File: config.mk
export PLATFORM = sky130hd
export DESIGN_NAME = vss_div
export DESIGN_NICKNAME = d
export VERILOG_FILES = /design/src/rtl/vss_pkg.sv /design/src/rtl/vss_div.sv
export SDC_FILE = /design/constraint.sdc
export NUM_CORES = 1
export LEC_CHECK = 0
export ABC_CLOCK_PERIOD_IN_PS = 9110
export BUFFER_PORTS_ARGS = -buffer_cell sky130_fd_sc_hd__buf_2
export CORE_ASPECT_RATIO = 1.4
export CORE_MARGIN = 2
export CORE_UTILIZATION = 55
export CTS_CLUSTER_SIZE = 40
export DETAILED_ROUTE_END_ITERATION = 7
export PLACE_DENSITY_LB_ADDON = 0.15
export SYNTH_ARGS = -nofsm -noshare
export SYNTH_HDL_FRONTEND = slang
export SYNTH_SLANG_ARGS = --single-unit
File: constraint.sdc
create_clock -name clk -period 9.11 [get_ports clk]
set_clock_uncertainty 0.2 [all_clocks]
set_input_delay 0.4555 -clock clk [delete_from_list [all_inputs] [get_ports clk]]
set_output_delay 0.4555 -clock clk [all_outputs]
set_load 0.02 [all_outputs]
File: src/rtl/vss_pkg.sv
// vss_pkg: shared types, codes and constants of the velocity setpoint smoother
// used by velocity_setpoint_smoother_xy_unit and vss_div
package vss_pkg;

  localparam int FRAC_BITS_DEF = 16;
  localparam int VAL_W = 32;
  localparam int CFG_W = 31;
  localparam int DT_W = 17;
  localparam int CFG_IDX_W = 3;
  localparam int DIV_CNT_W = 7;

  localparam logic [CFG_IDX_W-1:0] REG_SPEED_MAX = 3'd0;
  localparam logic [CFG_IDX_W-1:0] REG_ACCEL_MAX = 3'd1;
  localparam logic [CFG_IDX_W-1:0] REG_DECEL_MIN = 3'd2;
  localparam logic [CFG_IDX_W-1:0] REG_JERK_TOP = 3'd3;
  localparam logic [CFG_IDX_W-1:0] REG_JERK_BOTTOM = 3'd4;
  localparam logic [CFG_IDX_W-1:0] REG_ACCEL_HOVER = 3'd5;

  localparam logic [1:0] INTENT_BRAKE = 2'd0;
  localparam logic [1:0] INTENT_DIR = 2'd1;
  localparam logic [1:0] INTENT_ACCEL = 2'd2;
  localparam logic [1:0] INTENT_DECEL = 2'd3;

  typedef struct packed {
    logic start;
    logic [63:0] dividend;
    logic [32:0] divisor;
    logic [DIV_CNT_W-1:0] count;
  } div_req_t;

endpackage

File: src/rtl/vss_div.sv
// vss_div: restoring divider, one quotient bit per cycle, count bits per run
// depends on vss_pkg for the request struct
module vss_div (
  input  logic clk,
  input  logic rst,
  input  vss_pkg::div_req_t req,
  output logic done,
  output logic [63:0] quotient
);

  localparam int CW = vss_pkg::DIV_CNT_W;

  logic [32:0] rem;
  logic [63:0] sh;
  logic [32:0] dvs;
  logic [CW-1:0] cnt;
  logic busy;
  logic [33:0] trial;
  logic ge;

  assign trial = {rem, sh[63]};
  assign ge = trial >= {1'b0, dvs};
  assign quotient = sh;

  always_ff @(posedge clk) begin
    if (rst) begin
      busy <= 1'b0;
      done <= 1'b0;
      cnt <= '0;
    end else begin
      done <= 1'b0;
      if (req.start) begin
        rem <= 33'(req.dividend >> req.count);
        sh <= req.dividend << (CW'(64) - req.count);
        dvs <= req.divisor;
        cnt <= req.count;
        busy <= 1'b1;
      end else if (busy) begin
        rem <= ge ? 33'(trial - {1'b0, dvs}) : trial[32:0];
        sh <= {sh[62:0], ge};
        cnt <= cnt - CW'(1);
        if (cnt == CW'(1)) begin
          busy <= 1'b0;
          done <= 1'b1;
        end
      end
    end
  end

endmodule

==> flow_metrics.tcl <==
set metrics [dict create \
    io_buffers 171 \
    cts_tree "built" \
    grt_pass1_wl_um 78900 \
    crit_fanout 69 \
    fin_cells 2037 \
    cts_buffers 17 \
    worst_hold_slack_ps 108 \
    synth_top_family_by_area "multiplexers" \
    synth_area_leaders "edfxtp_1 26%, mux4_2 17%, mux2i_1 7.2%" \
    avgRoutedWirePerCell_um 25.5 \
    drt_pre_antenna_iters 6 \
    rsz0062_at_grt "false" \
    rows 71 \
    grt_overflow_total 0 \
    dp_cells 1971 \
    die_w_um 142 \
    status "finished, final reports clean" \
    place_area_um2 15700 \
    ctsHtreeMaxLevel 4 \
    clk_latency_ps 460 \
    finalCritPeriodShare 0.486 \
    netlist.area_leader.share 0.264 \
    yosysWarnings 0 \
    synth_mux_area_frac 0.277 \
    synth-adder-area-share 0.0319 \
    drt-initial-drc-count 1365 \
    syn_inst 1580 \
    synth_top_area_cell "edfxtp_1" \
    cp-start-kind "primary input" \
    synth_edf_count 130 \
    root_buffer "clkbuf_16" \
    place.gp.congestion 1.01 \
    vias 13800 \
    synth_nets 1724 \
    die_area_um2 28200 \
    layout-drive-gt1-share 0.245 \
    syn_avg_cell_area_um2 9.35 \
    syn_to_final_growth_pct 12.4 \
    fmax_mhz 226 \
    grt_max_degree 81 \
    design_area_um2 16600 \
    path_clk_slew_ps 70 \
    fin_crit_ps 4430 \
    synth_compound_area_frac 0.197 \
    required_ps 9120 \
    synth_cell_types 84 \
    syn-cell-area_um2 14800 \
    drv_slew 0 \
    final_hold_viol_count 0 \
    tightest_slew_ps 1100 \
    viasPerCell 6.75 \
    num-nets-final 1839 \
    cts_num_sinks 139 \
    p_leak_nw 6.65 \
    post_cts_buffers 0 \
    dp_hpwl_um 39400 \
    relSlewSlack 0.268 \
    synthXorXnorAreaFrac 0.0172 \
    synth_flop_cell "edfxtp_1" \
    synthArstFlopShare 0 \
    start_util 0.554 \
    grt_antenna_before_repair 1 \
    grt_usage 0.372 \
    ant_nets 0 \
    setup_tns_ps 0 \
    wl_um 51900 \
    hp-class "in -> reg" \
    finalSetupViolCount 0 \
    grt_pass1_vias 13300 \
    coreArea_um2 26700 \
    path_class "in -> reg" \
    die_y_um 198 \
    drc 0 \
    arrival_ps 4440 \
    ys_ff_latch 139 \
    yosysSeqAreaShare 0.277 \
    ctsLongestPathBuffers 2 \
    vdd_drop_max_uv 135 \
    synth-simple-area-share 0.144 \
    io_pins 172 \
    drv_cap 0 \
    power_per_cell_area_nw_per_um2 159 \
    ctsHoldBuffers 33 \
    endpoint_kind "register" \
    n_fill_cell 2342 \
    cts_resized 0 \
]
[power by group]
part | internal (mW) | total (mW) | switching (mW)
Sequential | 0.772 | 0.806 | 0.0337
Clock | 0.370 | 0.729 | 0.359
Combinational | 0.422 | 1.10 | 0.682
[per-stage QoR]
stage	utilization	total power [mW]	worst slack, ps
2_1_floorplan	-	1.57	3260
3_3_place_gp	0.588	1.88	4460
3_5_place_dp	0.588	1.89	4270
4_1_cts	0.623	2.62	4750
5_1_grt	0.623	2.76	4390
6_report	0.623	2.64	4680
[sequential cells by signal, indices dropped and copies added (netlist names)]
name / flops
quotient: 64
busy: 1
dvs: 33
cnt: 7
done: 1
rem: 33
[critical path, cell delays in order]
cell	delay (ps)
buf_6	550
inv_2	350
ha_2	420
buf_4	660
mux2i_1	390
mux2i_1	170
a21oi_1	460
mux2_2	290
nor2_1	50
a21oi_1	200
nor2_1	60
a221o_1	280
[final cells by class]
type	instances	area, um2	share of cell area
clock buffer	17	425	0.0256
multi-input combinational	1253	9940	0.599
sequential	139	4080	0.246
antenna	1	2.50	0.000151
inverter	61	229	0.0138
timing repair buffer	223	1340	0.0804
clock inverter	15	173	0.0104
tap	328	410	0.0247
[kinds of logic after synthesis]
group                    after synthesis
AND/OR/NAND/NOR                      499
AO/OA/AOI/OAI                        423
multiplexers                         265
buffers and inverters                188
flip-flops                           139
adder cells (fa/ha/maj)               37
XOR/XNOR                              29
[cells in the final DEF, fill, tap and decap left out, types with 31 or more instances in the layout]
cell type and count:
nor2_1 137, o21ai_0 84, o2bb2ai_1 31, mux2_2 47
a21oi_1 89, mux4_2 110, edfxtp_1 130, nand2_1 246
buf_2 170, inv_1 57, mux2i_1 106, dlygate4sd3_1 33
ha_1 35
[synthesized netlist by cell type (10+ instances only)]
cell / number
o2bb2ai_1: 31
ha_1: 36
mux2i_1: 106
nor2_1: 139
a21oi_1: 89
o21ai_0: 84
nand3_1: 30
mux2_2: 47
a21o_1: 14
xnor2_1: 18
a31oi_1: 22
o22ai_1: 22
nand2_1: 246
buf_2: 33
edfxtp_1: 130
clkbuf_1: 69
o221ai_1: 25
a221o_1: 10
xor2_1: 11
buf_1: 11
mux4_2: 110
a211oi_1: 19
nor3_1: 17
or3_1: 11
o211ai_1: 23
inv_1: 58
[final timing paths]
check               start           end  slack (ps)  depth (start not counted)
max reg2reg  quotient[63]       rem[17]        4950                         12
min              req[104]        cnt[2]         110                          2
min reg2reg        cnt[6]        cnt[6]         350                          2
max                req[0]  quotient[61]        4680                         12
[routing by layer]
metal  track usage  share of wire  vias to the layer above
li1              -              -                     6289
met1         0.427           0.37                     6664
met4         0.238          0.072                        0
met2         0.642           0.50                      623
met5             0              0                        -
met3        0.0600          0.058                      175
No activity file was read; power rests on OpenSTA's default activity.
