===== src/rtl/vss_sqrt.sv =====
// vss_sqrt: integer square root of a 64-bit value, one root bit per cycle
// standalone, no package use
module vss_sqrt (
  input  logic clk,
  input  logic rst,
  input  logic start,
  input  logic [63:0] radicand,
  output logic done,
  output logic [31:0] root
);

  logic [63:0] rem;
  logic [63:0] res;
  logic [63:0] bit_w;
  logic [4:0] cnt;
  logic busy;
  logic [63:0] trial;

  assign trial = res | bit_w;
  assign root = res[31:0];

  always_ff @(posedge clk) begin
    if (rst) begin
      busy <= 1'b0;
      done <= 1'b0;
      cnt <= '0;
    end else begin
      done <= 1'b0;
      if (start) begin
        rem <= radicand;
        res <= '0;
        bit_w <= 64'h4000_0000_0000_0000;
        cnt <= '0;
        busy <= 1'b1;
      end else if (busy) begin
        if (rem >= trial) begin
          rem <= rem - trial;
          res <= (res >> 1) | bit_w;
        end else begin
          res <= res >> 1;
        end
        bit_w <= bit_w >> 2;
        cnt <= cnt + 5'd1;
        if (cnt == 5'd31) begin
          busy <= 1'b0;
          done <= 1'b1;
        end
      end
    end
  end

endmodule


===== config.mk =====
export PLATFORM = sky130hd
export DESIGN_NAME = vss_sqrt
export DESIGN_NICKNAME = d
export VERILOG_FILES = /design/src/rtl/vss_sqrt.sv
export SDC_FILE = /design/constraint.sdc
export NUM_CORES = 1
export LEC_CHECK = 0
export BUFFER_PORTS_ARGS = -buffer_cell sky130_fd_sc_hd__buf_2
export CORE_MARGIN = 2
export CORE_UTILIZATION = 40
export CTS_BUF_LIST = sky130_fd_sc_hd__clkbuf_16
export CTS_CLUSTER_SIZE = 14
export DETAILED_ROUTE_END_ITERATION = 7
export PLACE_DENSITY = 0.61
export SYNTH_ARGS = -nofsm -noshare
export SYNTH_HDL_FRONTEND = slang
export SYNTH_SLANG_ARGS = --single-unit

===== constraint.sdc =====
create_clock -name clk -period 24.4 [get_ports clk]
set_input_delay 1.22 -clock clk [delete_from_list [all_inputs] [get_ports clk]]
set_output_delay 1.22 -clock clk [all_outputs]
set_load 0.1 [all_outputs]

==> impl_metrics.ini, run 1 <==
[grt]
grt_usage = 0.183
grt_pass1_vias = 8052
grt_overflow_total = 0
grt_pass1_wl_um = 41200
top_usage_layer = met2
use_met3 = 0.0334
antenna_found_initial = 0
met2_usage = 0.283
grt_max_degree = 115
met1_usage = 0.261

[setup_path]
critPathArrivalTime_ns = 4.56
worst-setup-path-type = reg -> reg
crit_fanout = 47
critPathRequiredTime_ns = 24.47
critPathLaunchType = flop
endpoint_kind = flop

[finish]
multi_input_area_sq_um = 5060
finalNonFillerCells = 1531
areaGrowthSynthToFinish_pct = 10.2
seq_area_sq_um = 4910
diodes = 0
drive_above_1_share = 0.129
n_fill_cell = 2595
nets = 1310

[cts]
clockBufferDepth = 2
cts-resized-gates = 0
clock-root-buffer = clkbuf_16
clk_pin_slew_worst_paths_ns = 0.07
htreeDepth = 4
cts_tree = yes
postCtsHoldBufs = 0
clk_latency_ns = 0.44
cts_setup_buffers = 0
cts_sinks = 166
cts_made_buffers = 17

[timing]
fmax_mhz = 223
period_needed_ns = 4.49
skew_ns = 0.0105
slew_headroom = 0.407
tns_ns = 0
setup_violations = 0
slew_viol_final = 0
finalHoldViolCount = 0
worst_slew_pin_slew_ns = 0.888
rsz0062_at_grt = false
post-route-period-util = 0.184

[floorplan]
die_h_um = 168
initial_core_util = 0.404
die-width_um = 168
core-area_sq_um = 26700
die_area_sq_um = 28200
ioPinCount = 100
core.rowCount = 60

[detailed_routing]
drc = 0
wl_per_cell_um = 16.7
ant_nets = 0
routed_wirelength_um = 25600
vias = 8378
dr.pass1.iters = 5
drtIter0Drc = 681
vias_per_cell = 5.47

[worst_hold_path]
min_path_type = reg -> reg

[power]
power_density_nw_per_um2 = 75.0
p_leak_nw = 4.90
vdd_drop_max_v = 0.0000375

[yosys]
synthFlopType = edfxtp_1
synth_cell_types = 63
netlist_top_cells_area = edfxtp_1, ha_1, nand2_1
synth_seq_cells = 166
synth_edf_count = 159
yosysTopAreaCell = edfxtp_1
syn_area_sq_um = 10800
syn_nets = 1277
synthArstFlopShare = 0
syn_inst = 1144
synth.avg_cell_area_sq_um = 9.40
synth.top_cell.area_share = 0.444
synth.yosys.seq_area_share = 0.457
yosys_warnings = 0

[placed_design]
hpwl_um = 18400
numPortBuffers = 99
dp_cells = 1499
place_congestion = 0.888

[run_status]
status = finished, final reports clean

[run]
cap_violations = 0
-- through the flow --
step                total power, mW  setup WS (ns)  hold WS, ns  instance area (sq um)   util
global route                  0.933          19.57        0.575                  11900  0.445
global placement              0.610          20.00        0.482                  11300  0.422
finish                        0.889          19.91        0.535                  11900  0.445
floorplan                     0.560          13.10        0.467                  10800      -
detailed placement            0.613          19.92        0.524                  11300  0.422
CTS                           0.892          19.89        0.546                  11900  0.445
-- worst max-delay path, cell delays in order, from the launching register on --
cell,delay [ns]
edfxtp_1,0.38
or2_2,0.30
ha_1,0.19
inv_1,0.07
fa_1,0.25
a211oi_2,0.10
o21ai_1,0.23
a211oi_1,0.17
o211a_4,0.31
o21a_1,0.20
nand3_1,0.08
nand2_1,0.05
a21oi_1,0.18
o21ai_2,0.08
buf_4,0.29
a21boi_4,0.55
buf_4,0.67
-- state kept, by name (all words and copies together) (netlist names) --
register,flops
done,1
bit_w,32
res,63
rem,64
busy,1
cnt,5
-- synthesized netlist by cell type, types with 3 or more instances --
library cell and n:
o211ai_1 9, xor2_1 24, a31oi_1 11, xnor2_1 38, buf_2 9, nand2_1 151, o21ai_0 89, edfxtp_1 159
o21a_1 7, clkbuf_1 43, ha_1 65, nor3b_1 4, a21boi_1 3, o21bai_1 19, o21ai_2 3, o22ai_1 32
o21ai_1 8, nor2b_1 39, inv_1 83, a21o_1 30, and4_1 3, nand2b_1 4, and3_1 12, nand3_1 21
o31ai_1 3, o221ai_1 3, and2_1 4, nor3_1 9, a211oi_1 6, dfxtp_1 7, nand4_1 22, buf_4 37
a21oi_1 73, nor2_1 76
-- routing by layer --
layer,wire length (um),part of all wire
met5,0,0
met4,462,0.018
met3,1330,0.052
met2,11300,0.44
met1,12500,0.49
-- path summary, 6_finish.rpt --
| path | start | endpoint | slack (ns) | cells after the start |
|---|---|---|---|---|
| worst max-delay path | bit_w[0]$_SDFFCE_PP0P_ | rem[32]$_DFFE_PP_ | 19.91 | 16 |
| worst min-delay path | cnt[3]$_SDFFE_PP0P_ | cnt[3]$_SDFFE_PP0P_ | 0.53 | 2 |
| worst min register to register | cnt[3]$_SDFFE_PP0P_ | cnt[3]$_SDFFE_PP0P_ | 0.53 | 2 |
| worst max register to register | bit_w[0]$_SDFFCE_PP0P_ | rem[32]$_DFFE_PP_ | 19.91 | 16 |
-- cell families (layout without fill, tap and decap cells) --
family	Yosys count	in the layout	share of synthesized area
simple gates	356	356	0.153
buf+inv	174	220	0.0747
mux	4	4	0.00396
fa+ha+maj	66	66	0.0775
flops	166	166	0.457
compound gates	316	316	0.183
xor+xnor	62	62	0.0505
-- cell type report --
type | count | share of cell area
clock buffers | 17 | 0.0359
clock inverters | 15 | 0.0149
inverters | 84 | 0.0266
multi-input cells | 804 | 0.427
flip-flops and latches | 166 | 0.415
well taps | 341 | 0.0360
repair buffers | 104 | 0.0455
-- report_power, final --
part | internal [mW] | leakage [nW] | switching [mW] | total, mW
clock network | 0.161 | 0.277 | 0.119 | 0.281
logic | 0.0876 | 3.03 | 0.167 | 0.255
registers | 0.344 | 1.59 | 0.00942 | 0.354
total | 0.593 | 4.90 | 0.296 | 0.889
-- placed cells by master, fill, tap and decap left out, types with 38 or more instances in the layout --
cell / count
o21ai_0: 89
nor2_1: 75
xnor2_1: 38
edfxtp_1: 159
a21oi_1: 73
inv_1: 83
nand2_1: 151
nor2b_1: 39
buf_2: 98
ha_1: 65
Note: power is estimated with default switching activity, not from simulation.
==> run 2: changes to the inputs <==
Settings changed: ABC_AREA set to 1, PLACE_DENSITY 0.61 to 0.63.
Clock period 24.4 ns to 4 ns, I/O delays scaled along.
==> run 2 against run 1 <==
  * Power increased to 6.2 times the previous value
  * Sequential share of layout area decreased by 6.6 points
  * Critical path depth increased by 1
  * Clock skew increased by 0.0045 ns
  * Core utilization increased by 0.15 points
  * Via count increased by 32%
  * Area after synthesis increased by 19%
  * Sequential power increased to 6.0 times the previous value
  * Wire length increased by 38%
  * Critical endpoint is now rem[45]$_DFFE_PP_
  * Highest routed layer unchanged
==> impl_metrics.ini, run 2 <==
[grt]
grt_pass1_wl_um = 55700
antenna_found_initial = 0
grt_max_degree = 97
grt_pass1_vias = 10800
grt_usage = 0.217
grt_overflow_total = 0

[floorplan]
die-width_um = 183
die_area_sq_um = 33500
initial_core_util = 0.406
core-area_sq_um = 31600
ioPinCount = 100
core.rowCount = 65
die_h_um = 183

[yosys]
synth_cell_types = 46
syn_nets = 1998
synthFlopType = edfxtp_1
synth_edf_count = 159
synth_seq_cells = 166
netlist_top_cells_area = edfxtp_1, nand2_1, inv_1
yosysTopAreaCell = edfxtp_1
yosysMostFrequentCell = nand2_1
netlist_top_cells_count = nand2_1, inv_1, nor2_1, edfxtp_1, nand3_1
synth.top_cell.area_share = 0.373
synth.avg_cell_area_sq_um = 6.87
synthArstFlopShare = 0
synth.yosys.seq_area_share = 0.384
syn_area_sq_um = 12800
syn_inst = 1865
yosys_warnings = 0

[worst_hold_path]
hold_start = radicand[51]
min_path_type = in -> reg

[setup_path]
startpoint = bit_w[0]$_SDFFCE_PP0P_
endpoint_kind = flop
crit_fanout = 34
crit_path_top_delay_cell = edfxtp_1
critPathArrivalTime_ns = 3.10
cpMostUsedCell = nand2_2
reg2reg_slack_ns = 1.00
cp_top_family = simple AND/OR/NAND/NOR gates
cp_num_cells = 17
max_stage_delay_ns = 0.39
r2r_start = bit_w[0]$_SDFFCE_PP0P_
cp_cell_sequence = or2_2, ha_1, inv_1, fa_1, nand2_1, nand2_1, nand3_1, nand2_2, nand2_1, nand2_2, nand2_2, nand2_2, nand2_2, nand3_4, o21ai_0, clkinvlp_4, buf_4
r2r_end = rem[45]$_DFFE_PP_
reg2reg_depth = 17
critPathRequiredTime_ns = 4.10
critical_path.endpoint = rem[45]$_DFFE_PP_
critPathLaunchType = flop
path_buf_inv = 3
worst-setup-path-type = reg -> reg

[timing]
skew_ns = 0.0150
finalHoldViolCount = 0
setup_violations = 0
slew_headroom = 0.568
tns_ns = 0
rsz0062_at_grt = false
slew_viol_final = 0
post-route-period-util = 0.750
period_needed_ns = 3.00
fmax_mhz = 334
worst_slew_pin_slew_ns = 0.648

[cts]
clk_pin_slew_worst_paths_ns = 0.07
cts_sinks = 166
htreeDepth = 4
cts_tree = yes
clock-root-buffer = clkbuf_16
clockBufferDepth = 2
clk_latency_ns = 0.46
cts_made_buffers = 17
cts_setup_buffers = 0

[finish]
finalNonFillerCells = 2349
nets = 2067
layout_commonest_cell = nand2_1
final_util = 0.446
top_register = rem
diodes = 0
largest_reg_flops = 64
layout_common_cells = nand2_1, inv_1, nor2_1
drive_above_1_share = 0.101
top_regs = rem: 64 flops, res: 63 flops, bit_w: 32 flops
areaGrowthSynthToFinish_pct = 9.89
final_cell_area_sq_um = 14100

[power]
p_leak_nw = 7.37
power_density_nw_per_um2 = 391
vdd_drop_max_v = 0.000273

[placed_design]
place_congestion = 0.931
numPortBuffers = 99
place_area_sq_um = 13500
dp_cells = 2314
hpwl_um = 28400

[run]
cap_violations = 0

[detailed_routing]
wl_met1_um = 17300
drc = 0
drtIter0Drc = 619
wl_per_cell_um = 15.1
vias = 11100
routed.top_layer = met4
dr_wl_met2_um = 16200
dr.pass1.iters = 5
routed_wirelength_um = 35400
vias_per_cell = 4.71
ant_nets = 0
met3_length_um = 1040

[run_status]
status = finished, final reports clean
-- run 2: cell type report --
type,instances,area [sq um]
Inverter,380,1430
Clock inverter,15,140
Tap cell,402,503
Timing Repair Buffer,109,597
Multi-Input combinational cell,1260,6070
Fill cell,3334,17500
Sequential cell,166,4910
Clock buffer,17,425
-- run 2: kinds of logic after synthesis --
| kind of cell | count (synthesis) | synth area share |
|---|---|---|
| AOI/OAI and AO/OA | 156 | 0.0642 |
| xor gates and xnor gates | 23 | 0.0157 |
| adders and majority gates | 66 | 0.0650 |
| buffers and inverters | 439 | 0.144 |
| DFF | 166 | 0.384 |
| and+or+nand+nor | 1015 | 0.328 |
-- run 2: layer usage --
layer | vias to the layer above | track usage
li1 | 5849 | -
met1 | 5002 | 0.294
met2 | 181 | 0.357
met3 | 40 | 0.0328
met4 | 0 | 0.0669
met5 | - | 0
-- run 2: worst min-delay path by stage --
stage / cells past startpoint / endpoint / slack (ns)
2_1_floorplan: 0 / bit_w[62]$_SDFFCE_PP1P_ / 0.30
3_3_place_gp: 1 / cnt[3]$_SDFFE_PP0P_ / 0.43
3_5_place_dp: 1 / cnt[3]$_SDFFE_PP0P_ / 0.44
4_1_cts: 3 / rem[55]$_DFFE_PP_ / 0.003
5_1_grt: 3 / rem[38]$_DFFE_PP_ / 0.02
6_report: 3 / rem[51]$_DFFE_PP_ / 0.02
-- run 2: tightest hold or removal path, cell delays in order --
cell,delay [ns]
buf_2,0.08
nand2_1,0.04
nand2_1,0.05
-- run 2: timing repair --
item,in CTS,in global routing
hold buffers,3,0
resized for setup,0,0
endpoints found under the hold margin,3,0
-- run 2: per-stage QoR --
step	worst slack, ns	total power, mW	hold slack, ns
2_1_floorplan	0.0880	3.48	0.299
3_3_place_gp	1.05	3.90	0.430
3_5_place_dp	0.963	3.92	0.436
4_1_cts	0.943	5.55	0.00263
5_1_grt	0.721	5.83	0.0192
6_report	1.00	5.50	0.0216
-- run 2: power by group --
| part | leakage (nW) | internal (mW) | switching (mW) |
|---|---|---|---|
| clock | 0.275 | 0.910 | 0.703 |
| sequential | 1.60 | 2.08 | 0.0524 |
| combinational | 5.50 | 0.523 | 1.23 |
==> run 3: changes to the inputs <==
Clock period 4 ns to 2.6 ns, I/O delays scaled along.
==> run 3 against run 2 <==
  * The run now ends with setup timing left
  * Combinational power rose by 100%
  * Global-route usage grew 2.1 points
  * Clock-buffer cell count did not move
  * Sequential share of layout area decreased by 5.3 points
  * Fmax increased by 14%
  * Sequential cell count stayed put
  * Setup slack got worse by 1.0 ns
  * Clock power is 70% higher
  * Non-clock buffer count increased by 242
  * Wire length is 14% higher
  * Worst hold slack worse by 0.011 ns
  * Critical endpoint is now rem[46]$_DFFE_PP_
  * Largest cell class unchanged
  * Largest power group is now combinational logic
  * Highest routed layer unchanged
==> impl_metrics.ini, run 3 (same netlist as run 2, synthesis figures left out) <==
[cts]
cts_sinks = 166
cts_made_buffers = 17
clockBufferDepth = 2
clk_pin_slew_worst_paths_ns = 0.08
htreeDepth = 4
clk_latency_ns = 0.46
cts_tree = yes
clock-root-buffer = clkbuf_16

[timing]
slew_headroom = 0.579
worst_slew_pin_slew_ns = 0.632
skew_ns = 0.0145
fmax_mhz = 379
period_needed_ns = 2.64
setup_ws_ns = -0.0356
holdWs_ns = 0.0108
rsz0062_at_grt = true
setup_violations = 46
finalHoldViolCount = 0
post-route-period-util = 1.01
tns_ns = -0.674
slew_viol_final = 0

[setup_path]
cp_cell_sequence = or2_4, ha_4, inv_2, fa_2, nand2_2, a21oi_1, nand2_1, nand2_1, nand2_1, nand2_1, nand2_1, nand2_2, nand2_1, nand2_1, nand2_1, nand3_1, nand2_1
crit_fanout = 3
endpoint_kind = flop
max_stage_delay_ns = 0.40
critPathArrivalTime_ns = 2.85
crit_path_top_delay_cell = edfxtp_1
cpMostUsedCell = nand2_1
critPathLaunchType = flop
worst-setup-path-type = reg -> reg
critPathRequiredTime_ns = 2.81

[placed_design]
hpwl_um = 30000
numPortBuffers = 99
dp_cells = 2477
place_congestion = 0.977

[floorplan]
die_area_sq_um = 33500
core-area_sq_um = 31600
die_h_um = 183
die-width_um = 183
core.rowCount = 65
ioPinCount = 100
initial_core_util = 0.406

[detailed_routing]
wl_per_cell_um = 15.5
dr.pass1.iters = 5
ant_nets = 0
vias = 12200
drtIter0Drc = 724
vias_per_cell = 4.71
drc = 0
routed_wirelength_um = 40200

[grt]
grt_overflow_total = 0
grt_max_degree = 97
grt_pass1_wl_um = 61300
grt_usage = 0.238
antenna_found_initial = 0
grt_pass1_vias = 11900

[run]
cap_violations = 0

[finish]
layout_common_cells = nand2_1, inv_1, buf_4
top_regs = rem: 64 flops, res: 63 flops, bit_w: 32 flops
drive_above_1_share = 0.213
layout_commonest_cell = nand2_1
multi_input_area_sq_um = 6370
areaGrowthSynthToFinish_pct = 29.8
top_register = rem
diodes = 0
finalNonFillerCells = 2591
seq_area_sq_um = 4920
largest_reg_flops = 64
nets = 2309
n_fill_cell = 3139

[power]
power_density_nw_per_um2 = 574
vdd_drop_max_v = 0.000463
p_total_mw = 9.56
p_leak_nw = 8.66

[run_status]
status = finished with violations
violations = setup timing

[worst_hold_path]
min_path_type = in -> reg
-- run 3: cell types whose count changed in the layout (fill, tap and decap cells not counted), sizes merged --
cell and delta:
clkinv +1, inv +1, buf +180, bufinv +1, clkinvlp -3, dlygate4sd3 +58
clkbuf +4
-- run 3: layout make-up --
| class | count | share of cell area |
|---|---|---|
| Multi-Input combinational cell | 1260 | 0.383 |
| Sequential cell | 166 | 0.296 |
| Timing Repair Buffer | 351 | 0.168 |
| Inverter | 380 | 0.0865 |
| Tap cell | 402 | 0.0302 |
| Clock buffer | 17 | 0.0256 |
| Clock inverter | 15 | 0.0114 |
-- run 3: report_power, final --
group / switching (mW) / internal, mW
clock network: 1.20 / 1.53
logic: 2.12 / 1.41
registers: 0.0870 / 3.20
total: 3.41 / 6.15
-- run 3: worst max-delay path: cells and delay by family, from the launching register on --
kind / cells / cell delay [ns]
flip-flops: 1 / 0.40
AO/OA/AOI/OAI: 1 / 0.23
adder cells (fa/ha/maj): 2 / 0.36
buffers and inverters: 1 / 0.05
AND/OR/NAND/NOR: 13 / 1.35
-- run 3: per-layer routing --
metal,GRT usage,share of wire
met1,0.319,0.47
met2,0.402,0.47
met3,0.0292,0.034
met4,0.0714,0.022
met5,0,0
-- run 3: metrics by stage --
| step | setup slack, ns | cell area, sq um | utilization |
|---|---|---|---|
| 6_report | -0.0356 | 16600 | 0.527 |
| 5_1_grt | -0.202 | 16600 | 0.527 |
| 2_1_floorplan | -1.12 | 12800 | - |
| 3_5_place_dp | -0.141 | 14800 | 0.469 |
| 4_1_cts | -0.0203 | 16300 | 0.516 |
| 3_3_place_gp | -0.147 | 14800 | 0.469 |
-- run 3: repair_timing --
action                     in CTS  in global routing
setup endpoints to repair     104                134
hold buffers                   61                  0
gates cloned                    3                  4
gates resized for setup        31                 74
buffers inserted               12                  7
hold endpoints to repair       61                  0
pin swaps                      12                 15
-- run 3: path summary, 6_finish.rpt --
| path | startpoint | to | slack (ns) | cells past startpoint |
|---|---|---|---|---|
| worst min-delay path | radicand[22] | rem[22]$_DFFE_PP_ | 0.01 | 3 |
| worst min register to register | cnt[3]$_SDFFE_PP0P_ | cnt[3]$_SDFFE_PP0P_ | 0.46 | 1 |
| worst max register to register | bit_w[0]$_SDFFCE_PP0P_ | rem[46]$_DFFE_PP_ | -0.04 | 17 |
| worst max-delay path | bit_w[0]$_SDFFCE_PP0P_ | rem[46]$_DFFE_PP_ | -0.04 | 17 |
